**src/hdl/trg_pkg.sv**
```systemverilog
// ============================================================================
// Touch report gate package
// Shared widths, register map, result kinds and configuration types.
// ============================================================================
`default_nettype none

package trg_pkg;

    localparam int PIXEL_BITS = 12;
    localparam int TIME_BITS  = 32;
    localparam int RAW_BITS   = 16;
    localparam int PRESS_BITS = 8;
    localparam int TIP_BITS   = 4;
    localparam int ID_BITS    = 4;
    localparam int NOW_BITS   = 32;
    localparam int SPAN_BITS  = 16;
    localparam int IVL_BITS   = 16;
    localparam int PROD_BITS  = PIXEL_BITS + RAW_BITS;
    localparam int STEP_BITS  = $clog2(PIXEL_BITS + 1);

    localparam int APB_DATA_BITS = 32;
    localparam int APB_ADDR_BITS = 5;
    localparam int REG_IDX_BITS  = 3;

    localparam logic [TIP_BITS-1:0] TIP_CONTACT = TIP_BITS'(1);

    typedef enum logic [REG_IDX_BITS-1:0] {
        REG_SCREEN_W = 3'd0,
        REG_SCREEN_H = 3'd1,
        REG_SPAN_X   = 3'd2,
        REG_SPAN_Y   = 3'd3,
        REG_INTERVAL = 3'd4
    } reg_idx_t;

    typedef enum logic [1:0] {
        KIND_CONTACT  = 2'd0,
        KIND_LIFT     = 2'd1,
        KIND_PTR_DOWN = 2'd2,
        KIND_PTR_UP   = 2'd3
    } kind_t;

    typedef struct packed {
        logic [PIXEL_BITS-1:0] screen_w;
        logic [PIXEL_BITS-1:0] screen_h;
        logic [SPAN_BITS-1:0]  span_x;
        logic [SPAN_BITS-1:0]  span_y;
        logic [IVL_BITS-1:0]   interval;
    } cfg_t;

    localparam logic [PIXEL_BITS-1:0] RESET_SCREEN_W = PIXEL_BITS'(800);
    localparam logic [PIXEL_BITS-1:0] RESET_SCREEN_H = PIXEL_BITS'(480);
    localparam logic [SPAN_BITS-1:0]  RESET_SPAN     = SPAN_BITS'(65535);
    localparam logic [IVL_BITS-1:0]   RESET_INTERVAL = IVL_BITS'(16);

endpackage

`default_nettype wire

```
**src/hdl/trg_regs.sv**
```systemverilog
// ============================================================================
// Touch report gate configuration registers
// APB-style register file holding screen size, sensor spans and interval.
// ============================================================================
`default_nettype none

module trg_regs
    import trg_pkg::*;
(
    input  wire logic                     clk,
    input  wire logic                     rst_n,
    input  wire logic                     psel,
    input  wire logic                     penable,
    input  wire logic                     pwrite,
    input  wire logic [APB_ADDR_BITS-1:0] paddr,
    input  wire logic [APB_DATA_BITS-1:0] pwdata,
    output logic      [APB_DATA_BITS-1:0] prdata,
    output logic                          pready,
    output cfg_t                          cfg
);

    cfg_t     cfg_reg;
    cfg_t     cfg_next;
    reg_idx_t idx;
    logic     wr_en;

    assign idx    = reg_idx_t'(paddr[APB_ADDR_BITS-1:2]);
    assign wr_en  = psel && penable && pwrite;
    assign pready = 1'b1;
    assign cfg    = cfg_reg;

    always_comb
    begin
        cfg_next = cfg_reg;
        if (wr_en)
        begin
            unique case (idx)
                REG_SCREEN_W: cfg_next.screen_w = pwdata[PIXEL_BITS-1:0];
                REG_SCREEN_H: cfg_next.screen_h = pwdata[PIXEL_BITS-1:0];
                REG_SPAN_X:   cfg_next.span_x   = pwdata[SPAN_BITS-1:0];
                REG_SPAN_Y:   cfg_next.span_y   = pwdata[SPAN_BITS-1:0];
                REG_INTERVAL: cfg_next.interval = pwdata[IVL_BITS-1:0];
                default:      cfg_next = cfg_reg;
            endcase
        end
    end

    always_comb
    begin
        unique case (idx)
            REG_SCREEN_W: prdata = APB_DATA_BITS'(cfg_reg.screen_w);
            REG_SCREEN_H: prdata = APB_DATA_BITS'(cfg_reg.screen_h);
            REG_SPAN_X:   prdata = APB_DATA_BITS'(cfg_reg.span_x);
            REG_SPAN_Y:   prdata = APB_DATA_BITS'(cfg_reg.span_y);
            REG_INTERVAL: prdata = APB_DATA_BITS'(cfg_reg.interval);
            default:      prdata = '0;
        endcase
    end

    always_ff @(posedge clk or negedge rst_n)
    begin
        if (!rst_n)
        begin
            cfg_reg.screen_w <= RESET_SCREEN_W;
            cfg_reg.screen_h <= RESET_SCREEN_H;
            cfg_reg.span_x   <= RESET_SPAN;
            cfg_reg.span_y   <= RESET_SPAN;
            cfg_reg.interval <= RESET_INTERVAL;
        end
        else
        begin
            cfg_reg <= cfg_next;
        end
    end

endmodule

`default_nettype wire

```
**config.mk**
```make
export PLATFORM = sky130hd
export DESIGN_NAME = trg_regs
export DESIGN_NICKNAME = d
export VERILOG_FILES = /design/src/hdl/trg_pkg.sv /design/src/hdl/trg_regs.sv
export SDC_FILE = /design/constraint.sdc
export NUM_CORES = 1
export LEC_CHECK = 0
export BUFFER_PORTS_ARGS = -buffer_cell sky130_fd_sc_hd__buf_2
export CORE_UTILIZATION = 43
export DETAILED_ROUTE_END_ITERATION = 7
export PLACE_DENSITY = 0.82
export REMOVE_ABC_BUFFERS = 1
export SETUP_SLACK_MARGIN = 0.1
export SLEW_MARGIN = 10
export SYNTH_ARGS = -nofsm -noshare
export SYNTH_HDL_FRONTEND = slang
export SYNTH_SLANG_ARGS = --single-unit
```
**constraint.sdc**
```tcl
create_clock -name clk -period 1.3 [get_ports clk]
set_input_delay 0 -clock clk [delete_from_list [all_inputs] [get_ports clk]]
set_output_delay 0 -clock clk [all_outputs]
set_load 0.02 [all_outputs]
```
Yosys cells after proc, flatten, opt, wreduce, memory -nomap -nowiden
Index checks and enable logic that the tools add are counted.

Input port bits: 42. Register bits after elaboration: 72. Output and inout port bits: 105. Word-level logic and storage cells: 18.

Reductions and logical operators: 8. Equality and inequality tests: 4. Muxes and demuxes: 1.

Operators with widths (count): one-hot mux 16 bit (5 select lines) (1); AND reduction 2 bit (5); equality test 3 x 2 -> 1 bit (second input constant) (2); equality test 3 x 1 -> 1 bit (second input constant) (1); equality test 3 bit (second input constant) (1); zero test 3 bit (1); logical AND 1 bit (2).

Longest topological paths before layout
Gate-level depths: netlist of run 1.

Depth in word-level cells: 3. Depth in mapped cells: 5. Gate-level depth less buffers: 3.

Least setup slack after synthesis of run 1
No wires, ideal clock.

Path kind: input port to flip-flop. Start: input paddr[4]. End: register cfg_reg, in the netlist cfg[48]. Slack: 0.024 ns. Arrival time: 1.151 ns. Setup time: 0.125 ns. Stages on the path: 5. Required time: 1.175 ns. Path through: buf_4 nand4b_4 nor3b_2 buf_4 mux2_2.

Cells in the longest elaborated chain, start to end: 2.

Ends and longest elaborated chain: from (decl) (RTL line trg_regs.sv:15) `input wire logic [APB_ADDR_BITS-1:0] paddr,`; equality test 3 x 1 -> 1 bit (RTL line trg_regs.sv:37) `unique case (idx)`; AND reduction 2 bit (no source line); to (signal assigned) (RTL line trg_regs.sv:72) `cfg_reg <= cfg_next;`; to (decl) (RTL line trg_regs.sv:22) `cfg_t cfg_reg;`.

No other way between the ends. A chain may end at the register's enable or synchronous reset.

Final worst setup path of run 1
Start: register cfg_reg, in the netlist cfg[63]. End: output prdata[3].

Cells in the longest elaborated chain, start to end: 1.

Ends and longest elaborated chain: one-hot mux 16 bit (5 select lines) (RTL line trg_regs.sv:50) `unique case (idx)`; to (decl) (RTL line trg_regs.sv:17) `output logic [APB_DATA_BITS-1:0] prdata,`.

No other way between the ends.

==> results.py, run 1 <==
metrics = {
    "worst_setup_path": {
        "worstSetupPathType": "reg2out",
        "cp_cell_sequence": "mux2_2, a221o_1, buf_6",
        "cp.arrival_ns": 1.49,
        "r2r-start": "cfg[63]$_DFFE_PN0P_",
        "r2r_end": "cfg[63]$_DFFE_PN0P_",
        "crit_path_start_kind": "register",
        "r2r_cells": 3,
        "regToRegSetupSlack_ns": 0.26,
        "crit_buf_inv": 1,
        "slowest_delay_ns": 0.41,
        "path_delay_family": "flip-flops",
        "critPathSlowestCell": "dfrtp_1",
        "crit_fanout": 2,
        "cp.required_ns": 1.30,
        "end_kind": "output pin",
    },
    "synth": {
        "syn_avg_cell_area_um2": 14.1,
        "yosys_warnings": 0,
        "synth_common_cells": "mux2_2, dfstp_2, dfrtp_1",
        "synth.top_cell.area_share_pct": 30.1,
        "ys.flop_type": "dfstp_2",
        "syn_inst": 247,
        "mappedNetlistArea_um2": 3490,
        "yosys.cell_types.count": 27,
        "netlist.top_cell.by_area": "dfstp_2",
        "yosysSeqAreaShare_pct": 53.0,
        "synth_most_common_cell": "mux2_2",
        "ys_top_cells_by_area": "dfstp_2, mux2_2, dfrtp_1",
        "synthArstFlopShare_pct": 100,
        "synth-edff-count": 0,
        "ys_seq_elements": 72,
    },
    "global_routing": {
        "grt_pass1_wl_um": 14600,
        "antenna_found_initial": 0,
        "track_usage_pct": 22.9,
        "grt_pass1_vias": 2806,
        "grt_max_degree": 73,
        "overflow": 0,
    },
    "clocking": {
        "cts_tree": "built",
        "cts_buffer_depth": 2,
        "root_buffer": "clkbuf_8",
        "cts_sinks": 72,
        "htree_levels": 3,
        "clk_latency_ns": 0.34,
        "cts_buffers": 9,
        "path_clk_slew_ns": 0.07,
    },
    "outcome": {
        "violations": "setup timing",
        "status": "finished, violations left",
    },
    "place": {
        "gp_congestion": 0.768,
        "place_inst": 467,
        "place_ws_ns": -0.00554,
        "dp_hpwl_um": 6120,
        "port_buffers": 111,
    },
    "sta": {
        "drv_slew": 0,
        "fmax_mhz": 672,
        "finalCritPeriodShare_pct": 114,
        "worst_pin_slew_ns": 0.656,
        "fin_setup_tns_ns": -1.62,
        "final-setup-viol-count": 12,
        "slew_headroom_pct": 56.2,
        "finalWorstSetupSlack_ns": -0.188,
        "rsz0062_at_grt": "yes",
        "hold_violations": 0,
        "fin_skew_ns": 0,
        "post-route-min-period_ns": 1.49,
    },
    "route": {
        "first_iter_violations": 101,
        "dr.pass1.iters": 4,
        "post_drt_wl_per_cell_um": 18.0,
        "viasPerCell": 5.20,
        "routed_wl_um": 9450,
        "drc": 0,
        "vias": 2732,
        "ant_nets": 0,
    },
    "floorplan": {
        "row_count": 32,
        "start_util_pct": 44.7,
        "die_h_um": 92.1,
        "ioPinCount": 147,
        "coreArea_um2": 7810,
        "fp.dieArea_um2": 8490,
        "die_x_um": 92.1,
    },
    "finish": {
        "area_growth_pct": 43.1,
        "diodes": 0,
        "post-route-util_pct": 64.0,
        "instances_no_fill": 525,
        "finalNetCount": 460,
        "largest_reg_flops": 72,
        "layout-drive-gt1-share_pct": 74.2,
    },
    "worst_hold_path": {
        "hold_class": "in2async",
    },
    "power": {
        "irDropWorstVdd_mv": 0.900,
        "power.density_nw_per_um2": 1510,
        "p_leak_nw": 2.41,
        "total_power_mw": 7.55,
    },
    "run": {
        "drv_cap": 0,
    },
}
==> cell families after synthesis <==
family          count (synthesis)  synth area share, %
compound gates                 23                 5.73
buf+inv                        29                 5.91
flops                          72                 53.0
mux                            95                 30.2
other cells                     2                0.215
simple gates                   26                 4.94
==> power breakdown <==
group	internal (mW)	total (mW)	switching, mW	leakage (nW)
clock network	0.936	1.78	0.839	0.0993
registers	2.86	3.19	0.330	0.827
logic	1.21	2.59	1.38	1.48
==> repair_timing <==
action / in CTS / in global routing
pin swaps: 20 / 0
endpoints found under the setup margin: 16 / 17
hold buffers: 17 / 0
buffers inserted: 19 / 6
gates cloned: 0 / 0
endpoints found under the hold margin: 144 / 0
resized for setup: 37 / 9
==> stage by stage <==
stage	instance area, µm²	hold slack (ns)
CTS	4920	0.226
finish	5000	0.200
global route	5000	0.235
floorplan	3340	-0.296
detailed placement	4280	0.0606
global placement	4280	0.0509
==> layout by cell type, fill, tap and decap left out, drive strengths merged, types with 2 or more instances in the layout <==
cell type    netlist  routed
a221o             10      10
a22oi              5       5
buf               27     157
clkbuf             2      11
clkinv             0       3
conb               2      17
dfrtp             32      32
dfstp             40      40
dlygate4sd3        0      17
mux2              83      83
mux2i             12      12
nand2b             2       2
nor2              15      15
nor2b              2       2
nor3               2       2
nor3b              2       2
o2bb2ai            4       4
==> worst max path at each step <==
stage,startpoint,end,depth (start not counted)
global route,cfg[63]$_DFFE_PN0P_,prdata[3],3
global placement,paddr[4],cfg[67]$_DFFE_PN0P_,5
detailed placement,paddr[4],cfg[48]$_DFFE_PN0P_,5
floorplan,paddr[4],cfg[48]$_DFFE_PN0P_,3
CTS,cfg[70]$_DFFE_PN0P_,prdata[10],3
finish,cfg[63]$_DFFE_PN0P_,prdata[3],3
==> metal layers <==
metal,part of all wire [%],track usage [%]
met5,0,0
met4,1.8,9.11
met3,5.6,4.56
met2,51,39.1
met1,41,28.3
==> worst register-to-register path, delay by kind of cell (launching register included) <==
| kind | cells | cell delay, ns |
|---|---|---|
| DFF | 1 | 0.41 |
| buffers and inverters | 2 | 0.26 |
| muxes | 1 | 0.26 |
==> cell type report <==
class                      instances  area, µm²
tap                              102        128
fill                             612       2810
clock buffer                      11        141
timing repair buffer             174       1250
multi-input combinational        161       1570
sequential                        72       1850
clock inverter                     5       56.3
Note: power is estimated with default switching activity, not from simulation.
==> run 2: changes to the inputs <==
--- a/config.mk
+++ b/config.mk
@@ -8,7 +8,7 @@
 export BUFFER_PORTS_ARGS = -buffer_cell sky130_fd_sc_hd__buf_2
 export CORE_UTILIZATION = 43
 export DETAILED_ROUTE_END_ITERATION = 7
-export PLACE_DENSITY = 0.82
+export PLACE_DENSITY = 0.84
 export REMOVE_ABC_BUFFERS = 1
 export SETUP_SLACK_MARGIN = 0.1
 export SLEW_MARGIN = 10
==> results.py, run 2 (synthesis gave the netlist of run 1 again) <==
metrics = {
    "clocking": {
        "root_buffer": "clkbuf_8",
        "path_clk_slew_ns": 0.07,
        "cts_tree": "built",
        "clk_latency_ns": 0.34,
        "cts_buffer_depth": 2,
        "cts_sinks": 72,
        "htree_levels": 3,
        "cts_buffers": 9,
    },
    "floorplan": {
        "die_x_um": 92.1,
        "row_count": 32,
        "ioPinCount": 147,
        "coreArea_um2": 7810,
        "die_h_um": 92.1,
        "fp.dieArea_um2": 8490,
        "start_util_pct": 44.7,
    },
    "place": {
        "dp_hpwl_um": 6240,
        "gp_congestion": 0.791,
        "place_inst": 470,
        "port_buffers": 111,
    },
    "worst_setup_path": {
        "worstSetupPathType": "reg2out",
        "end_kind": "output pin",
        "cp.arrival_ns": 1.47,
        "cp.required_ns": 1.30,
        "crit_path_start_kind": "register",
        "crit_fanout": 2,
    },
    "run": {
        "drv_cap": 0,
    },
    "outcome": {
        "violations": "setup timing",
        "status": "finished, violations left",
    },
    "finish": {
        "largest_reg_flops": 72,
        "instances_no_fill": 526,
        "finalNetCount": 461,
        "nFillCells": 563,
        "diodes": 0,
        "layout-drive-gt1-share_pct": 73.3,
        "area_growth_pct": 43.6,
        "final_cell_mix": "buf_2, mux2_2, buf_4",
        "layout.cells.most_common": "buf_2",
    },
    "sta": {
        "slew_headroom_pct": 58.3,
        "final-setup-viol-count": 11,
        "drv_slew": 0,
        "hold_violations": 0,
        "finalWorstSetupSlack_ns": -0.174,
        "rsz0062_at_grt": "yes",
        "fin_skew_ns": 0,
        "post-route-min-period_ns": 1.47,
        "fin_setup_tns_ns": -1.58,
        "finalCritPeriodShare_pct": 113,
        "fmax_mhz": 679,
        "worst_pin_slew_ns": 0.625,
    },
    "route": {
        "dr.pass1.iters": 4,
        "routed_wl_um": 9570,
        "drc": 0,
        "vias": 2743,
        "viasPerCell": 5.21,
        "post_drt_wl_per_cell_um": 18.2,
        "first_iter_violations": 100,
        "ant_nets": 0,
    },
    "global_routing": {
        "antenna_found_initial": 0,
        "grt_pass1_vias": 2888,
        "track_usage_pct": 23.8,
        "overflow": 0,
        "grt_pass1_wl_um": 15200,
        "grt_max_degree": 73,
    },
    "worst_hold_path": {
        "hold_class": "in2async",
    },
    "power": {
        "p_leak_nw": 2.44,
        "power.density_nw_per_um2": 1590,
        "irDropWorstVdd_mv": 0.808,
    },
}
[run 2: cell types whose count changed in the layout (fill, tap and decap cells not counted), moves of 2 or more]
cell	previous run	this run
bufinv_16	1	3
mux2_2	79	75
buf_4	43	45
o2bb2ai_1	2	4
buf_12	7	4
buf_6	13	15
mux2_4	4	8
o2bb2ai_2	2	0
[run 2: cell type report]
type                            count  area, µm²  share of cell area [%]
Clock buffer                       11        141                    2.82
Clock inverter                      5        104                    2.07
Multi-Input combinational cell    161       1560                    31.2
Sequential cell                    72       1850                    36.9
Tap cell                          102        128                    2.54
Timing Repair Buffer              175       1230                    24.5
[run 2: critical path, cell delays in order, from the launching register on]
cell and delay (ns):
dfrtp_1 0.40, mux2_4 0.28, a221o_1 0.31, buf_6 0.14
[run 2: repair_timing]
item | in CTS | in global routing
resized for setup | 38 | 10
endpoints found under the setup margin | 16 | 16
hold buffers | 17 | 0
endpoints found under the hold margin | 144 | 0
pin swaps | 20 | 2
setup buffers | 20 | 3
[run 2: routing by layer]
metal  up-vias  GRT usage, %  share of wire [%]
met5         -             0                  0
met4         0          9.64                2.2
met3        16          4.23                4.2
met2       108          40.5                 50
met1      1407          29.9                 44
li1       1212             -                  -
[run 2: final timing paths]
| check | from | endpoint | slack, ns | depth (start not counted) |
|---|---|---|---|---|
| setup / recovery | cfg[11]$_DFFE_PN0P_ | prdata[11] | -0.17 | 3 |
| hold / removal | rst_n | cfg[15]$_DFFE_PN0P_ | 0.23 | 3 |
| setup reg to reg | cfg[0]$_DFFE_PN0P_ | cfg[0]$_DFFE_PN0P_ | 0.30 | 3 |
| hold reg to reg | cfg[66]$_DFFE_PN0P_ | cfg[66]$_DFFE_PN0P_ | 0.54 | 1 |
| max in group asynchronous | rst_n | cfg[42]$_DFFE_PN1P_ | 0.73 | 3 |
| min in group clk | paddr[2] | cfg[4]$_DFFE_PN1P_ | 0.31 | 4 |
[run 2: power by group]
group / switching [mW] / total (mW) / leakage [nW] / internal (mW)
Clock: 0.845 / 2.17 / 0.124 / 1.33
Combinational: 1.37 / 2.58 / 1.49 / 1.21
Sequential: 0.329 / 3.19 / 0.827 / 2.86
[run 2: per-stage QoR]
stage          total power [mW]  hold slack [ns]  util, %  worst slack (ns)  area (µm²)
6_report                   7.95            0.226     64.2            -0.174        5010
5_1_grt                    8.31            0.253     64.2            -0.220        5010
2_1_floorplan              4.52           -0.296        -           -0.0186        3340
3_5_place_dp               5.37           0.0567     54.6            0.0176        4260
3_3_place_gp               5.29           0.0496     54.6           0.00661        4260
4_1_cts                    7.91            0.221     63.5            -0.176        4960
==> run 3: changes to the inputs <==
--- a/config.mk
+++ b/config.mk
@@ -6,9 +6,10 @@
 export NUM_CORES = 1
 export LEC_CHECK = 0
 export BUFFER_PORTS_ARGS = -buffer_cell sky130_fd_sc_hd__buf_2
+export CAP_MARGIN = 20
 export CORE_UTILIZATION = 43
 export DETAILED_ROUTE_END_ITERATION = 7
-export PLACE_DENSITY = 0.84
+export PLACE_DENSITY = 0.73
 export REMOVE_ABC_BUFFERS = 1
 export SETUP_SLACK_MARGIN = 0.1
 export SLEW_MARGIN = 10
==> results.py, run 3 (synthesis gave the netlist of run 1 again) <==
metrics = {
    "finish": {
        "design_area_um2": 4980,
        "area_growth_pct": 42.4,
        "largest_reg_flops": 72,
        "layout.cells.most_common": "buf_2",
        "ff_latch_area_um2": 1850,
        "multi_input_area_um2": 1550,
        "diodes": 0,
        "post-route-util_pct": 63.7,
        "finalNetCount": 460,
        "nFillCells": 618,
        "final_cell_mix": "buf_2, mux2_2, buf_4",
        "layout-drive-gt1-share_pct": 72.8,
    },
    "route": {
        "viasPerCell": 5.09,
        "first_iter_violations": 79,
        "vias": 2670,
        "post_drt_wl_per_cell_um": 17.3,
        "drc": 0,
        "routed_wl_um": 9080,
        "dr.pass1.iters": 4,
        "ant_nets": 0,
    },
    "global_routing": {
        "grt_pass1_wl_um": 14400,
        "antenna_found_initial": 0,
        "overflow": 0,
        "track_usage_pct": 22.6,
        "grt_max_degree": 73,
        "grt_pass1_vias": 2681,
    },
    "outcome": {
        "status": "finished, violations left",
        "violations": "setup timing",
    },
    "sta": {
        "fin_skew_ns": 0,
        "finalWorstSetupSlack_ns": -0.181,
        "finalCritPeriodShare_pct": 114,
        "slew_headroom_pct": 61.2,
        "drv_slew": 0,
        "final-setup-viol-count": 12,
        "fmax_mhz": 675,
        "rsz0062_at_grt": "yes",
        "hold_violations": 0,
        "worst_pin_slew_ns": 0.582,
        "post-route-min-period_ns": 1.48,
    },
    "worst_setup_path": {
        "worstSetupPathType": "reg2out",
        "crit_path_start_kind": "register",
        "crit_fanout": 2,
        "cp.arrival_ns": 1.48,
        "slowest_delay_ns": 0.39,
        "cp_cell_sequence": "mux2_4, a221o_1, buf_6",
        "cp.required_ns": 1.30,
        "critPathSlowestCell": "dfrtp_1",
        "end_kind": "output pin",
    },
    "clocking": {
        "path_clk_slew_ns": 0.08,
        "htree_levels": 3,
        "clk_latency_ns": 0.35,
        "cts_tree": "built",
        "cts_sinks": 72,
        "root_buffer": "clkbuf_8",
        "cts_buffers": 9,
        "cts_buffer_depth": 2,
    },
    "floorplan": {
        "die_h_um": 92.1,
        "fp.dieArea_um2": 8490,
        "row_count": 32,
        "ioPinCount": 147,
        "coreArea_um2": 7810,
        "die_x_um": 92.1,
        "start_util_pct": 44.7,
    },
    "worst_hold_path": {
        "hold_class": "in2async",
    },
    "place": {
        "port_buffers": 111,
        "place_area_um2": 4260,
        "dp_hpwl_um": 6110,
        "gp_congestion": 0.770,
    },
    "power": {
        "p_leak_nw": 2.42,
        "irDropWorstVdd_mv": 0.725,
        "total_power_mw": 7.75,
        "power.density_nw_per_um2": 1560,
    },
    "run": {
        "drv_cap": 0,
    },
}
==> run 3: what timing repair did <==
action,4_1_cts,5_1_grt
hold buffers,17,0
pin swaps,20,0
setup endpoints to repair,16,17
buffers inserted,22,2
hold endpoints to repair,144,0
gates cloned,0,0
gates resized for setup,35,6
==> run 3: through the flow <==
step,TNS (ns),hold slack (ns),instances,setup WS [ns]
6_report,-1.71,0.212,525,-0.181
5_1_grt,-2.36,0.254,525,-0.220
4_1_cts,-1.79,0.217,523,-0.188
3_5_place_dp,0,0.0582,468,0.0297
3_3_place_gp,0,0.0557,468,0.0732
2_1_floorplan,-0.149,-0.296,233,-0.0186
==> run 3: layer usage <==
metal	wire, µm	vias up	track usage [%]
met2	4370	114	37.1
met4	88	0	5.86
li1	-	1223	-
met1	3990	1325	29.3
met5	0	-	0
met3	629	8	6.38
==> run 3: worst max-delay path: cells and delay by family, from the launching register on <==
kind / cells / cell delay [ns]
flops: 1 / 0.39
buf+inv: 1 / 0.14
compound gates: 1 / 0.33
mux: 1 / 0.27
==> run 3: report_power, final <==
group	leakage [nW]	switching, mW	internal (mW)
clock	0.112	0.913	1.10
sequential	0.827	0.317	2.86
combinational	1.48	1.36	1.20
==> run 3: cell type report <==
cell class / count / share of cell area, %
sequential: 72 / 37.2
multi-input combinational: 161 / 31.2
timing repair buffer: 174 / 24.5
tap: 102 / 2.56
clock buffer: 9 / 2.49
clock inverter: 7 / 2.11
==> run 3: final timing paths <==
path                                startpoint                  end  slack [ns]  cells past startpoint
setup reg to reg           cfg[63]$_DFFE_PN0P_  cfg[63]$_DFFE_PN0P_        0.28                      3
hold / removal                           rst_n  cfg[14]$_DFFE_PN0P_        0.21                      3
hold reg to reg            cfg[59]$_DFFE_PN0P_  cfg[59]$_DFFE_PN0P_        0.54                      1
max in group asynchronous                rst_n  cfg[43]$_DFFE_PN1P_        0.74                      3
min in group clk                      paddr[2]   cfg[3]$_DFFE_PN0P_        0.34                      4
setup / recovery           cfg[66]$_DFFE_PN0P_            prdata[6]       -0.18                      3
