[src/hdl/trg_pkg.sv]
// ============================================================================
// Touch report gate package
// Shared widths, register map, result kinds and configuration types.
// ============================================================================
`default_nettype none

package trg_pkg;

    localparam int PIXEL_BITS = 12;
    localparam int TIME_BITS  = 32;
    localparam int RAW_BITS   = 16;
    localparam int PRESS_BITS = 8;
    localparam int TIP_BITS   = 4;
    localparam int ID_BITS    = 4;
    localparam int NOW_BITS   = 32;
    localparam int SPAN_BITS  = 16;
    localparam int IVL_BITS   = 16;
    localparam int PROD_BITS  = PIXEL_BITS + RAW_BITS;
    localparam int STEP_BITS  = $clog2(PIXEL_BITS + 1);

    localparam int APB_DATA_BITS = 32;
    localparam int APB_ADDR_BITS = 5;
    localparam int REG_IDX_BITS  = 3;

    localparam logic [TIP_BITS-1:0] TIP_CONTACT = TIP_BITS'(1);

    typedef enum logic [REG_IDX_BITS-1:0] {
        REG_SCREEN_W = 3'd0,
        REG_SCREEN_H = 3'd1,
        REG_SPAN_X   = 3'd2,
        REG_SPAN_Y   = 3'd3,
        REG_INTERVAL = 3'd4
    } reg_idx_t;

    typedef enum logic [1:0] {
        KIND_CONTACT  = 2'd0,
        KIND_LIFT     = 2'd1,
        KIND_PTR_DOWN = 2'd2,
        KIND_PTR_UP   = 2'd3
    } kind_t;

    typedef struct packed {
        logic [PIXEL_BITS-1:0] screen_w;
        logic [PIXEL_BITS-1:0] screen_h;
        logic [SPAN_BITS-1:0]  span_x;
        logic [SPAN_BITS-1:0]  span_y;
        logic [IVL_BITS-1:0]   interval;
    } cfg_t;

    localparam logic [PIXEL_BITS-1:0] RESET_SCREEN_W = PIXEL_BITS'(800);
    localparam logic [PIXEL_BITS-1:0] RESET_SCREEN_H = PIXEL_BITS'(480);
    localparam logic [SPAN_BITS-1:0]  RESET_SPAN     = SPAN_BITS'(65535);
    localparam logic [IVL_BITS-1:0]   RESET_INTERVAL = IVL_BITS'(16);

endpackage

`default_nettype wire

[src/hdl/trg_scale.sv]
// ============================================================================
// Touch report gate coordinate scaler
// Computes min(screen*raw/span, screen-1) with a bit-serial restoring divider.
// ============================================================================
`default_nettype none

module trg_scale
    import trg_pkg::*;
(
    input  wire logic                  clk,
    input  wire logic                  rst_n,
    input  wire logic                  start,
    input  wire logic [RAW_BITS-1:0]   raw,
    input  wire logic [PIXEL_BITS-1:0] screen,
    input  wire logic [SPAN_BITS-1:0]  span,
    output logic                       done,
    output logic      [PIXEL_BITS-1:0] value
);

    typedef enum logic [3:0] {
        D_IDLE  = 4'b0001,
        D_CHECK = 4'b0010,
        D_ITER  = 4'b0100,
        D_DONE  = 4'b1000
    } div_state_t;

    div_state_t            state_reg, state_next;
    logic [PROD_BITS-1:0]  prod_reg, prod_next;
    logic [SPAN_BITS-1:0]  span_reg, span_next;
    logic [PIXEL_BITS-1:0] limit_reg, limit_next;
    logic [SPAN_BITS-1:0]  rem_reg, rem_next;
    logic [PIXEL_BITS-1:0] quo_reg, quo_next;
    logic [STEP_BITS-1:0]  step_reg, step_next;
    logic                  done_reg, done_next;
    logic [PIXEL_BITS-1:0] value_reg, value_next;

    logic [SPAN_BITS:0]    trial;
    logic                  fits;
    logic [SPAN_BITS:0]    diff;
    logic [SPAN_BITS-1:0]  prod_high;

    assign trial     = {rem_reg, quo_reg[PIXEL_BITS-1]};
    assign fits      = trial >= {1'b0, span_reg};
    assign diff      = trial - {1'b0, span_reg};
    assign prod_high = prod_reg[PROD_BITS-1:PIXEL_BITS];

    always_comb
    begin
        state_next = state_reg;
        prod_next  = prod_reg;
        span_next  = span_reg;
        limit_next = limit_reg;
        rem_next   = rem_reg;
        quo_next   = quo_reg;
        step_next  = step_reg;
        done_next  = 1'b0;
        value_next = value_reg;
        unique case (state_reg)
            D_IDLE:
            begin
                if (start)
                begin
                    prod_next  = PROD_BITS'(screen) * PROD_BITS'(raw);
                    span_next  = span;
                    limit_next = (screen == '0) ? '0 : screen - PIXEL_BITS'(1);
                    state_next = D_CHECK;
                end
            end
            D_CHECK:
            begin
                // A quotient that needs more than PIXEL_BITS bits is above any limit.
                if ((span_reg == '0) || (prod_high >= span_reg))
                begin
                    value_next = limit_reg;
                    done_next  = 1'b1;
                    state_next = D_IDLE;
                end
                else
                begin
                    rem_next   = prod_high;
                    quo_next   = prod_reg[PIXEL_BITS-1:0];
                    step_next  = STEP_BITS'(PIXEL_BITS);
                    state_next = D_ITER;
                end
            end
            D_ITER:
            begin
                rem_next  = fits ? diff[SPAN_BITS-1:0] : trial[SPAN_BITS-1:0];
                quo_next  = {quo_reg[PIXEL_BITS-2:0], fits};
                step_next = step_reg - STEP_BITS'(1);
                if (step_reg == STEP_BITS'(1))
                begin
                    state_next = D_DONE;
                end
            end
            D_DONE:
            begin
                value_next = (quo_reg > limit_reg) ? limit_reg : quo_reg;
                done_next  = 1'b1;
                state_next = D_IDLE;
            end
            default:
            begin
                state_next = D_IDLE;
            end
        endcase
    end

    always_ff @(posedge clk or negedge rst_n)
    begin
        if (!rst_n)
        begin
            state_reg <= D_IDLE;
            done_reg  <= 1'b0;
        end
        else
        begin
            state_reg <= state_next;
            done_reg  <= done_next;
        end
    end

    always_ff @(posedge clk)
    begin
        prod_reg  <= prod_next;
        span_reg  <= span_next;
        limit_reg <= limit_next;
        rem_reg   <= rem_next;
        quo_reg   <= quo_next;
        step_reg  <= step_next;
        value_reg <= value_next;
    end

    assign done  = done_reg;
    assign value = value_reg;

    // The partial remainder must always stay below the divisor.
    a_rem_below_span: assert property (@(posedge clk) disable iff (!rst_n)
        (state_reg == D_ITER) |-> (rem_reg < span_reg))
        else $error("divider remainder reached the divisor");

    a_value_clamped: assert property (@(posedge clk) disable iff (!rst_n)
        done_reg |-> (value_reg <= limit_reg))
        else $error("scaled value above clamp limit");

    a_done_pulse: assert property (@(posedge clk) disable iff (!rst_n)
        done_reg |=> !done_reg)
        else $error("divider done held for more than one cycle");

endmodule

`default_nettype wire

[config.mk]
export PLATFORM = sky130hd
export DESIGN_NAME = trg_scale
export DESIGN_NICKNAME = d
export VERILOG_FILES = /design/src/hdl/trg_pkg.sv /design/src/hdl/trg_scale.sv
export SDC_FILE = /design/constraint.sdc
export NUM_CORES = 1
export LEC_CHECK = 0
export BUFFER_PORTS_ARGS = -buffer_cell sky130_fd_sc_hd__clkbuf_2
export CORE_MARGIN = 2
export CORE_UTILIZATION = 65
export DETAILED_ROUTE_END_ITERATION = 6
export PLACE_DENSITY = 0.94
export SKIP_LAST_GASP = 1
export SYNTH_ARGS = -nofsm -noshare
export SYNTH_HDL_FRONTEND = slang
export SYNTH_SLANG_ARGS = --single-unit
export TNS_END_PERCENT = 1
[constraint.sdc]
create_clock -name clk -period 12.66 [get_ports clk]
set_input_delay 0.633 -clock clk [delete_from_list [all_inputs] [get_ports clk]]
set_output_delay 0.633 -clock clk [all_outputs]
set_load 0.02 [all_outputs]
Word level (Yosys, flattened, before mapping) --
Cells that the tools add are included.
Storage, ports and cells: flip-flop bits (word level) 105, input port bits 47, word-level logic and storage cells 50
Operators by class: add/sub/neg operators 3, mux-type cells 16, multipliers 1, reduce and logical (&&, ||, !) cells 9, equal/unequal tests 9, magnitude comparators 3
Operator list (count):
- $pmux W12 S2 | 2
- $mux W12 | 3
- $mux W16 | 2
- $pmux W16 S2 | 1
- $mul A12 B16 Y28 | 1
- $ge A17 B16 Y1 | 1
- $ge A16 B16 Y1 | 1
- $logic_not A16 Y1 | 1
- $sub A16 B16 Y16 | 1
- $gt A12 B12 Y1 | 1
- $logic_not A12 Y1 | 1
- $mux W4 | 3
- $pmux W4 S3 | 1
- $sub A12 B1 Y12 const B | 1
- $eq A4 B1 Y1 const B | 2
- $ne A2 B2 Y1 const B | 4
- $pmux W4 S2 | 1
- $reduce_and A2 Y1 | 4
- $eq A4 B2 Y1 const B | 1
- $eq A4 B3 Y1 const B | 1
- $eq A4 B4 Y1 const B | 1
- $reduce_bool A2 Y1 | 2
- $sub A4 B1 Y4 const B | 1
- $mux W3 | 1
- 3 further kinds | 3

Depth between registers and ports, before layout --
Gate-level depths: netlist (run 1).
depth after elaboration 4, mapped depth 21, mapped depth without buffers 19

Least setup slack after synthesis (run 1) --
No wires, ideal clock.
path type input port to flip-flop, start point in screen[8], end point reg prod_reg[25], data pin, required time 12.398 ns, library setup time 0.262 ns, path slack 6.797 ns, path buffers 2, data arrival time 5.601 ns, cell stages on the path 19, cell sequence clkbuf_1 -> clkbuf_1 -> nand2_1 -> fa_1 -> inv_1 -> fa_1 -> fa_1 -> fa_1 -> inv_1 -> fa_1 -> inv_1 -> ha_1 -> a211oi_1 -> o21ai_0 -> a221oi_1 -> a21boi_0 -> a21oi_1 -> mux2i_1 -> nand3_1
On the way: longest elaborated chain between the ends 1
RTL lines:
- start, declared | RTL line trg_scale.sv:14 | input wire logic [PIXEL_BITS-1:0] screen,
- $mul A12 B16 Y28 | RTL line trg_scale.sv:63 | prod_next = PROD_BITS'(screen) * PROD_BITS'(raw);
- end signal, assigned | RTL line trg_scale.sv:125 | prod_reg <= prod_next;
- end, declared | RTL line trg_scale.sv:28 | logic [PROD_BITS-1:0] prod_reg, prod_next;
Every way passes these cells. A chain may end at the register's enable or synchronous reset.

Final worst setup path (run 1) --
Same ends and word-level chain as after synthesis.

==> results of run 1 <==
-- final timing paths --
path | from | endpoint | slack (ns) | cells past startpoint
setup / recovery | screen[8] | prod_reg[25]$_DFFE_PP_ | 6.87 | 19
hold / removal | rst_n | state_reg[3]$_DFFE_PN0P_ | 0.08 | 1
setup reg to reg | span_reg[1]$_DFFE_PP_ | rem_reg[6]$_DFFE_PP_ | 9.25 | 9
hold reg to reg | prod_reg[7]$_DFFE_PP_ | quo_reg[7]$_DFFE_PP_ | 0.52 | 2
max in group asynchronous | rst_n | state_reg[0]$_DFFE_PN1P_ | 12.37 | 1
min in group clk | span[7] | span_reg[7]$_DFFE_PP_ | 0.45 | 1
-- synthesized netlist by cell type, types with 3 or more instances --
cell type	instances	share of area, %
fa_1	141	24
mux2_2	13	1.2
a21o_1	21	1.3
and3_1	4	0.21
nand3_1	12	0.50
or3_1	7	0.37
o21ai_1	6	0.25
mux2i_1	10	0.83
ha_1	113	12
a211oi_1	10	0.63
xnor2_1	22	1.6
nor3_1	12	0.50
nand2_1	201	6.3
nor4_1	6	0.31
xor2_1	12	0.88
dfrtp_1	4	0.83
edfxtp_1	100	25
nor2b_1	10	0.52
inv_1	220	6.9
a31oi_1	9	0.47
nand4_1	9	0.47
a21oi_1	37	1.5
and2_1	67	3.5
nand2b_1	6	0.31
nor2_1	43	1.3
a21boi_0	3	0.19
o211ai_1	4	0.25
clkbuf_1	44	1.4
buf_1	4	0.13
o21a_1	11	0.69
o21ai_0	31	1.3
-- through the flow --
step,util (%),cell area [µm²],instances,worst slack [ns]
3_5_place_dp,68.9,12400,1487,6.52
6_report,70.6,12700,1503,6.87
5_1_grt,70.6,12700,1503,6.52
3_3_place_gp,68.9,12400,1487,6.68
4_1_cts,70.6,12700,1503,6.92
2_1_floorplan,-,12000,1246,6.80
-- metal layers --
metal / vias to the layer above / part of all wire, %
met3: 100 / 8.1
li1: 4100 / -
met2: 484 / 50
met4: 0 / 3.7
met1: 4366 / 39
met5: - / 0
-- power by group --
part / leakage, nW / switching (mW) / total (mW) / internal (mW)
clock network: 0.152 / 0.141 / 0.283 / 0.143
registers: 0.989 / 0.0550 / 0.632 / 0.577
logic: 4.90 / 1.13 / 1.94 / 0.809
-- kinds of logic after synthesis --
group | Yosys count | synth area share (%)
AOI/OAI and AO/OA | 163 | 9.60
xor gates and xnor gates | 34 | 2.48
adders and majority gates | 254 | 35.3
buffers and inverters | 271 | 8.69
DFF | 105 | 26.1
muxes | 23 | 2.06
and+or+nand+nor | 396 | 15.7
-- worst register-to-register path: stages, from the launching register on --
cell and delay [ns]:
edfxtp_1 0.50, inv_1 0.14, ha_1 0.32, nor2b_4 0.15
o31a_4 0.16, o221ai_4 0.15, a311oi_4 0.44, or2_1 0.72
mux2i_1 0.39, o21ai_0 0.16
-- layout make-up --
| cell class | count | area, µm² | area share [%] |
|---|---|---|---|
| Multi-Input combinational cell | 870 | 7840 | 61.6 |
| Sequential cell | 105 | 3130 | 24.6 |
| Inverter | 220 | 826 | 6.49 |
| Timing Repair Buffer | 63 | 325 | 2.56 |
| Tap cell | 229 | 287 | 2.25 |
| Clock buffer | 9 | 225 | 1.77 |
| Clock inverter | 7 | 91.3 | 0.718 |
==> impl_metrics.tcl, run 1 <==
set metrics [dict create \
    ys_seq_area_share_pct 26.1 \
    busiest_layer "met2" \
    vias 9050 \
    status "completed" \
    layout_common_cells "inv_1, nand2_1, fa_1" \
    syn-instance-count 1246 \
    synth-seq-cells 105 \
    synth-edff-count 100 \
    track_usage_pct 29.2 \
    arrival_ns 5.90 \
    htreeDepth 3 \
    antenna_found_initial 0 \
    clock_latency_ns 0.36 \
    fin_crit_sh_pct 45.7 \
    root_buffer "clkbuf_16" \
    core-area_mm2 0.0180 \
    syn-num-nets 1547 \
    cts.path.max_buffers 2 \
    postCtsSetupBuffers 0 \
    syn_area_mm2 0.0120 \
    power.total_mw 2.85 \
    fmax_mhz 173 \
    cp_top_family "adder cells" \
    port_buffers 59 \
    rows 49 \
    cts_sinks 105 \
    vias_per_cell 6.02 \
    dp_hpwl_um 20900 \
    holdCritPathClass "in2async" \
    cts_hold_buf 0 \
    mostFrequentLayoutCell "inv_1" \
    crit_top_cell "fa_1" \
    yosys_warnings 0 \
    drv_cap 0 \
    postSynth.asyncResetShare_pct 4.76 \
    rsz0062_at_grt "false" \
    initial_core_util_pct 66.5 \
    die_area_mm2 0.0195 \
    wl_per_cell_um 18.2 \
    final_layout_size_suffix_gt1_share_pct 9.18 \
    p_leak_nw 6.04 \
    avgSynthCellArea_um2 9.62 \
    drtPass1Iterations 5 \
    routed_wl_um 27400 \
    power_density_mw_per_mm2 224 \
    use_met2_pct 49.9 \
    antenna_cells 0 \
    synth.distinct_cells 76 \
    fillers 1187 \
    cts_buffers 9 \
    grt_pass1_vias 9695 \
    dr.first_iter.drc_count 774 \
    path_class "in2reg" \
    worstSetupStartpointType "input pin" \
    min_period_ns 5.79 \
    io_pins 60 \
    cp_slowest_cell "fa_1" \
    clk_pin_slew_ns 0.08 \
    relSlewSlack_pct 37.1 \
    cts.repair.resized 0 \
    final_hold_viol_count 0 \
    grt_max_degree 51 \
    drtAntennaViolNets 0 \
    final_max_slew_viol_count 0 \
    gr-total-overflow 0 \
    vdd_drop_max_mv 0.159 \
    cp.required_ns 12.77 \
    fin_skew_ns 0.00814 \
    cts_tree "yes" \
    tightest_slew_ns 0.942 \
    critPathCaptureType "flip-flop" \
    ys.flop_type "edfxtp_1" \
    holdWs_ns 0.0771 \
    max_stage_delay_ns 0.55 \
    die_w_um 140 \
    finalSetupViolations 0 \
    fp.dieH_um 140 \
    drc 0 \
    tns_ns 0 \
    grt_pass1_wl_um 46100 \
    critPathBufInv 5 \
    gp_congestion 0.960 \
    finalNetCount 1570 \
    critPathMaxFanout 22 \
    largest_register_ffs 28 \
    met1_usage_pct 36.9 \
    cp_cell_sequence "clkbuf_2 -> and2_1 -> fa_1 -> inv_1 -> fa_1 -> inv_1 -> fa_1 -> fa_1 -> inv_1 -> fa_1 -> inv_1 -> ha_1 -> o21ai_0 -> o21ai_0 -> a221oi_1 -> a21boi_0 -> a21oi_1 -> mux2i_1 -> nand3_1" \
    met3_usage_pct 4.51 \
    area.growth.synth_to_final_pct 6.16 \
]
Note: power is estimated with default switching activity, not from simulation.
==> run 2: changes to the inputs <==
--- a/config.mk
+++ b/config.mk
@@ -7,9 +7,9 @@
 export LEC_CHECK = 0
 export BUFFER_PORTS_ARGS = -buffer_cell sky130_fd_sc_hd__clkbuf_2
 export CORE_MARGIN = 2
-export CORE_UTILIZATION = 65
+export CORE_UTILIZATION = 64
 export DETAILED_ROUTE_END_ITERATION = 6
-export PLACE_DENSITY = 0.94
+export PLACE_DENSITY = 0.93
 export SKIP_LAST_GASP = 1
 export SYNTH_ARGS = -nofsm -noshare
 export SYNTH_HDL_FRONTEND = slang
==> constraint.sdc (replaced) <==
create_clock -name clk -period 5.6 [get_ports clk]
set_input_delay 0.28 -clock clk [delete_from_list [all_inputs] [get_ports clk]]
set_output_delay 0.28 -clock clk [all_outputs]
set_load 0.02 [all_outputs]
==> run 2 against run 1 <==
The flow now finishes with violations (DRC). Critical path depth is 1 lower. Core utilization is 0.93 points lower. Via count grew 0.97%. Routed wire length increased by 1.0%. First-iteration DRC count decreased by 5.4%. Die area increased by 1.5%. Setup slack worse by 6.6 ns. Flip-flop and latch count stayed put. Sequential power rose by 130%. Clock skew rose by 0.0054 ns.
==> impl_metrics.tcl, run 2 (synthesis gave the netlist of run 1 again) <==
set metrics [dict create \
    antenna_found_initial 0 \
    cts.path.max_buffers 2 \
    status "complete, but fails checks" \
    worstSetupStartpointType "input pin" \
    cts_buffers 9 \
    mostFrequentLayoutCell "inv_1" \
    die_area_mm2 0.0198 \
    tns_ns 0 \
    gr-total-overflow 0 \
    worst_slack_ns 0.264 \
    min_period_ns 5.34 \
    largest_register_ffs 28 \
    rsz0062_at_grt "false" \
    tightest_slew_ns 1.22 \
    port_buffers 59 \
    final_hold_viol_count 0 \
    die_w_um 141 \
    io_pins 60 \
    layout_common_cells "inv_1, nand2_1, fa_1" \
    final_layout_size_suffix_gt1_share_pct 10.7 \
    critPathCaptureType "flip-flop" \
    grt_pass1_vias 9655 \
    grt_pass1_wl_um 45900 \
    gp_congestion 0.912 \
    final_max_slew_viol_count 0 \
    switching_power_mw 2.99 \
    arrival_ns 5.48 \
    clock_latency_ns 0.37 \
    drc 1 \
    initial_core_util_pct 64.7 \
    root_buffer "clkbuf_16" \
    relSlewSlack_pct 18.5 \
    fin_crit_sh_pct 95.3 \
    fillers 1273 \
    rows 50 \
    finalNetCount 1591 \
    placedCellCount 1512 \
    violations "DRC" \
    path_class "in2reg" \
    routed_wl_um 27700 \
    dpl_worst_slack_ns -0.183 \
    drtAntennaViolNets 0 \
    seqPwrFrac_pct 21.7 \
    fin_skew_ns 0.0135 \
    fmax_mhz 187 \
    cts_sinks 105 \
    dr.first_iter.drc_count 732 \
    dp_hpwl_um 21800 \
    drv_cap 0 \
    drtPass1Iterations 7 \
    holdWs_ns 0.0884 \
    antenna_cells 0 \
    area.growth.synth_to_final_pct 7.63 \
    pwr-share-clk_pct 9.9 \
    switching_share_pct 45.4 \
    vdd_drop_max_mv 0.320 \
    track_usage_pct 29.0 \
    grt_max_degree 57 \
    finalSetupViolations 0 \
    cp.required_ns 5.74 \
    vias_per_cell 5.98 \
    critPathMaxFanout 19 \
    cts_tree "yes" \
    fp.dieH_um 141 \
    power_density_mw_per_mm2 510 \
    instances_no_fill 1529 \
    wl_per_cell_um 18.1 \
    p_leak_nw 6.15 \
    internal_power_mw 3.59 \
    htreeDepth 3 \
    clk_pin_slew_ns 0.08 \
    power_frac_comb_pct 68.3 \
    final_cell_area_mm2 0.0129 \
    holdCritPathClass "in2reg" \
    placed_area_mm2 0.0126 \
    vias 9138 \
    core-area_mm2 0.0185 \
]
[run 2: power groups by stage]
stage          logic [mW]  clock network (mW)  registers, mW
2_1_floorplan        3.37                   0           1.39
3_3_place_gp         4.19                   0           1.42
3_5_place_dp         4.37                   0           1.44
4_1_cts              4.44               0.652           1.43
5_1_grt              5.07               0.685           1.44
6_report             4.50               0.654           1.43
[run 2: worst max-delay path: stages]
cell and delay (ns):
clkbuf_2 0.26, and2_1 0.25, fa_1 0.50, fa_1 0.52
fa_1 0.52, fa_1 0.56, inv_1 0.06, fa_1 0.52
inv_1 0.04, ha_1 0.28, buf_4 0.13, and3_1 0.20
nor2b_1 0.24, nand3_1 0.12, o21a_1 0.22, o21ai_1 0.22
mux2i_1 0.13, a2111oi_2 0.40
[run 2: worst paths after layout]
check                      depth (start not counted)                    from                        to  slack, ns
min                                                1                 span[5]     span_reg[5]$_DFFE_PP_       0.09
min in group asynchronous                          2                   rst_n  state_reg[1]$_DFFE_PN0P_       0.26
max                                               18              screen[10]    prod_reg[26]$_DFFE_PP_       0.26
max reg2reg                                       10  span_reg[10]$_DFFE_PP_      rem_reg[2]$_DFFE_PP_       2.17
min reg2reg                                        2   prod_reg[6]$_DFFE_PP_      quo_reg[6]$_DFFE_PP_       0.52
max in group asynchronous                          2                   rst_n  state_reg[0]$_DFFE_PN1P_       5.13
[run 2: stage by stage]
stage	total power, mW	util (%)
floorplan	4.76	-
global placement	5.62	67.9
detailed placement	5.81	67.9
CTS	6.52	69.6
global route	7.20	69.7
finish	6.58	69.7
[run 2: routing by layer]
layer	vias to the layer above	routed length [µm]	global-route usage, %
met5	-	0	0
met4	0	952	11.8
met3	92	1720	3.80
met2	409	13900	50.9
met1	4507	11100	36.4
li1	4130	-	-
[run 2: final cells by class]
type | instances | area (µm²) | area share (%)
multi-input combinational | 870 | 7860 | 60.9
sequential | 105 | 3130 | 24.3
inverter | 220 | 826 | 6.40
timing repair buffer | 84 | 485 | 3.76
tap | 234 | 293 | 2.27
clock buffer | 9 | 225 | 1.75
clock inverter | 7 | 88.8 | 0.688
[run 2: repair_timing]
action / in CTS / in global routing
setup buffers: 0 / 0
endpoints found under the hold margin: 5 / 0
hold buffers: 1 / 0
resized for setup: 0 / 2
setup endpoints to repair: 0 / 1
==> run 3: changes to the inputs <==
--- a/config.mk
+++ b/config.mk
@@ -7,9 +7,9 @@
 export LEC_CHECK = 0
 export BUFFER_PORTS_ARGS = -buffer_cell sky130_fd_sc_hd__clkbuf_2
 export CORE_MARGIN = 2
-export CORE_UTILIZATION = 64
+export CORE_UTILIZATION = 58
 export DETAILED_ROUTE_END_ITERATION = 6
-export PLACE_DENSITY = 0.93
+export PLACE_DENSITY = 0.89
 export SKIP_LAST_GASP = 1
 export SYNTH_ARGS = -nofsm -noshare
 export SYNTH_HDL_FRONTEND = slang
==> constraint.sdc (replaced) <==
create_clock -name clk -period 4.3 [get_ports clk]
set_input_delay 0.215 -clock clk [delete_from_list [all_inputs] [get_ports clk]]
set_output_delay 0.215 -clock clk [all_outputs]
set_load 0.02 [all_outputs]
==> run 3 against run 2 <==
The flow finishes with violations (setup timing). Sequential power grew 31%. Combinational power rose by 93%. Critical path depth is 2 higher. Core utilization grew 0.41 points. First-iteration DRC count grew 32%. Non-clock buffer count increased by 100. Critical path type unchanged. Critical endpoint is now prod_reg[25]$_DFFE_PP_. Largest cell class unchanged. Largest power group unchanged. Highest routed layer unchanged.
==> impl_metrics.tcl, run 3 (synthesis gave the netlist of run 1 again) <==
set metrics [dict create \
    grt_pass1_wl_um 50000 \
    htreeDepth 3 \
    violations "setup timing" \
    worst_slack_ns -0.393 \
    status "complete, but fails checks" \
    drtPass1Iterations 5 \
    gr-total-overflow 0 \
    root_buffer "clkbuf_16" \
    vias_per_cell 5.93 \
    instances_no_fill 1665 \
    fp.dieH_um 148 \
    finalSetupViolations 17 \
    cts.path.max_buffers 2 \
    area.growth.synth_to_final_pct 18.3 \
    switching_power_mw 5.02 \
    largest_register_ffs 28 \
    antenna_cells 0 \
    seqPwrFrac_pct 16.5 \
    critPathMaxFanout 6 \
    tightest_slew_ns 1.10 \
    switching_share_pct 44.1 \
    dr.first_iter.drc_count 965 \
    cts_sinks 105 \
    cts_tree "yes" \
    core-area_mm2 0.0202 \
    holdCritPathClass "in2reg" \
    cts_buffers 9 \
    finalNetCount 1691 \
    critPathCaptureType "flip-flop" \
    clock_latency_ns 0.35 \
    internal_power_mw 6.36 \
    initial_core_util_pct 59.3 \
    fmax_mhz 213 \
    die_area_mm2 0.0218 \
    io_pins 60 \
    vias 9870 \
    rsz0062_at_grt "true" \
    path_class "in2reg" \
    routed_wl_um 32000 \
    cp.required_ns 4.40 \
    fin_crit_sh_pct 109 \
    worstSetupStartpointType "input pin" \
    die_w_um 148 \
    dp_hpwl_um 23800 \
    p_leak_nw 6.72 \
    fin_skew_ns 0.00854 \
    port_buffers 59 \
    gp_congestion 0.941 \
    pwr-share-clk_pct 7.3 \
    grt_max_degree 36 \
    min_period_ns 4.69 \
    mostFrequentLayoutCell "inv_1" \
    fillers 1285 \
    relSlewSlack_pct 26.5 \
    utilization_pct 70.1 \
    drc 0 \
    power_frac_comb_pct 76.2 \
    placedCellCount 1637 \
    arrival_ns 4.79 \
    worst-r2r-setup-slack_ns 0.87 \
    antenna_found_initial 0 \
    vdd_drop_max_mv 0.793 \
    wl_per_cell_um 19.2 \
    power_density_mw_per_mm2 802 \
    final_layout_size_suffix_gt1_share_pct 22.1 \
    final_max_slew_viol_count 0 \
    rows 52 \
    grt_pass1_vias 10300 \
    final_hold_viol_count 0 \
    clk_pin_slew_ns 0.07 \
    track_usage_pct 29.0 \
    layout_common_cells "inv_1, nand2_1, fa_1" \
    drv_cap 0 \
    drtAntennaViolNets 0 \
]
run 3: per-layer routing:
layer	vias to the layer above	track usage [%]	wire length (µm)
li1	4337	-	-
met1	4794	34.2	11300
met2	569	51.2	16200
met3	170	4.14	2350
met4	0	16.1	2070
met5	-	0	0
run 3: area by class of cell:
type                       count  area [µm²]  area share, %
multi-input combinational    870        8190           57.7
inverter                     220         826           5.82
timing repair buffer         184        1400           9.90
sequential                   105        3130           22.1
clock buffer                  11         233           1.64
clock inverter                 5        63.8          0.450
tap                          270         338           2.38
run 3: repair_timing:
action | CTS | global route
setup buffers | 3 | 8
endpoints found under the setup margin | 17 | 17
pin swaps | 24 | 41
hold endpoints to repair | 5 | 0
resized for setup | 28 | 85
hold buffers | 1 | 0
run 3: per-stage QoR:
stage                     TNS (ns)  cell area [µm²]  power [mW]  setup slack, ns  hold slack, ns
after CTS                    -3.69            13900        10.6           -0.308          0.0241
after detailed placement    -11.87            13500        9.45           -0.824          0.0387
after global routing         -6.71            14200        12.1           -0.540          0.0264
final                        -4.38            14200        11.4           -0.393          0.0365
after global placement       -9.72            13500        9.05           -0.740          0.0331
after floorplan             -10.53            12400        6.97           -0.438         -0.0806
run 3: worst paths after layout:
kind,endpoint,from,cells past startpoint
max,prod_reg[25]$_DFFE_PP_,raw[3],20
min,span_reg[15]$_DFFE_PP_,span[15],1
max reg2reg,quo_reg[6]$_DFFE_PP_,prod_reg[23]$_DFFE_PP_,9
min reg2reg,quo_reg[3]$_DFFE_PP_,prod_reg[3]$_DFFE_PP_,2
max in group asynchronous,state_reg[0]$_DFFE_PN1P_,rst_n,2
min in group asynchronous,done$_DFF_PN0_,rst_n,2
run 3: power groups by stage:
stage | clock [mW] | sequential [mW] | combinational (mW)
2_1_floorplan | 0 | 1.82 | 5.15
3_3_place_gp | 0 | 1.87 | 7.17
3_5_place_dp | 0 | 1.88 | 7.57
4_1_cts | 0.839 | 1.87 | 7.86
5_1_grt | 0.878 | 1.90 | 9.37
6_report | 0.833 | 1.88 | 8.67
run 3: critical path: stages:
cell and delay (ns):
buf_6 0.12, and2_4 0.16, fa_1 0.52, inv_1 0.05, fa_1 0.53, inv_2 0.05, fa_1 0.50, fa_1 0.50
inv_1 0.06, fa_1 0.53, inv_2 0.05, ha_4 0.16, buf_12 0.13, a211oi_4 0.20, o21ai_2 0.08, a221oi_2 0.31
a21boi_2 0.14, a21oi_2 0.20, mux2i_1 0.19, nand3_1 0.08
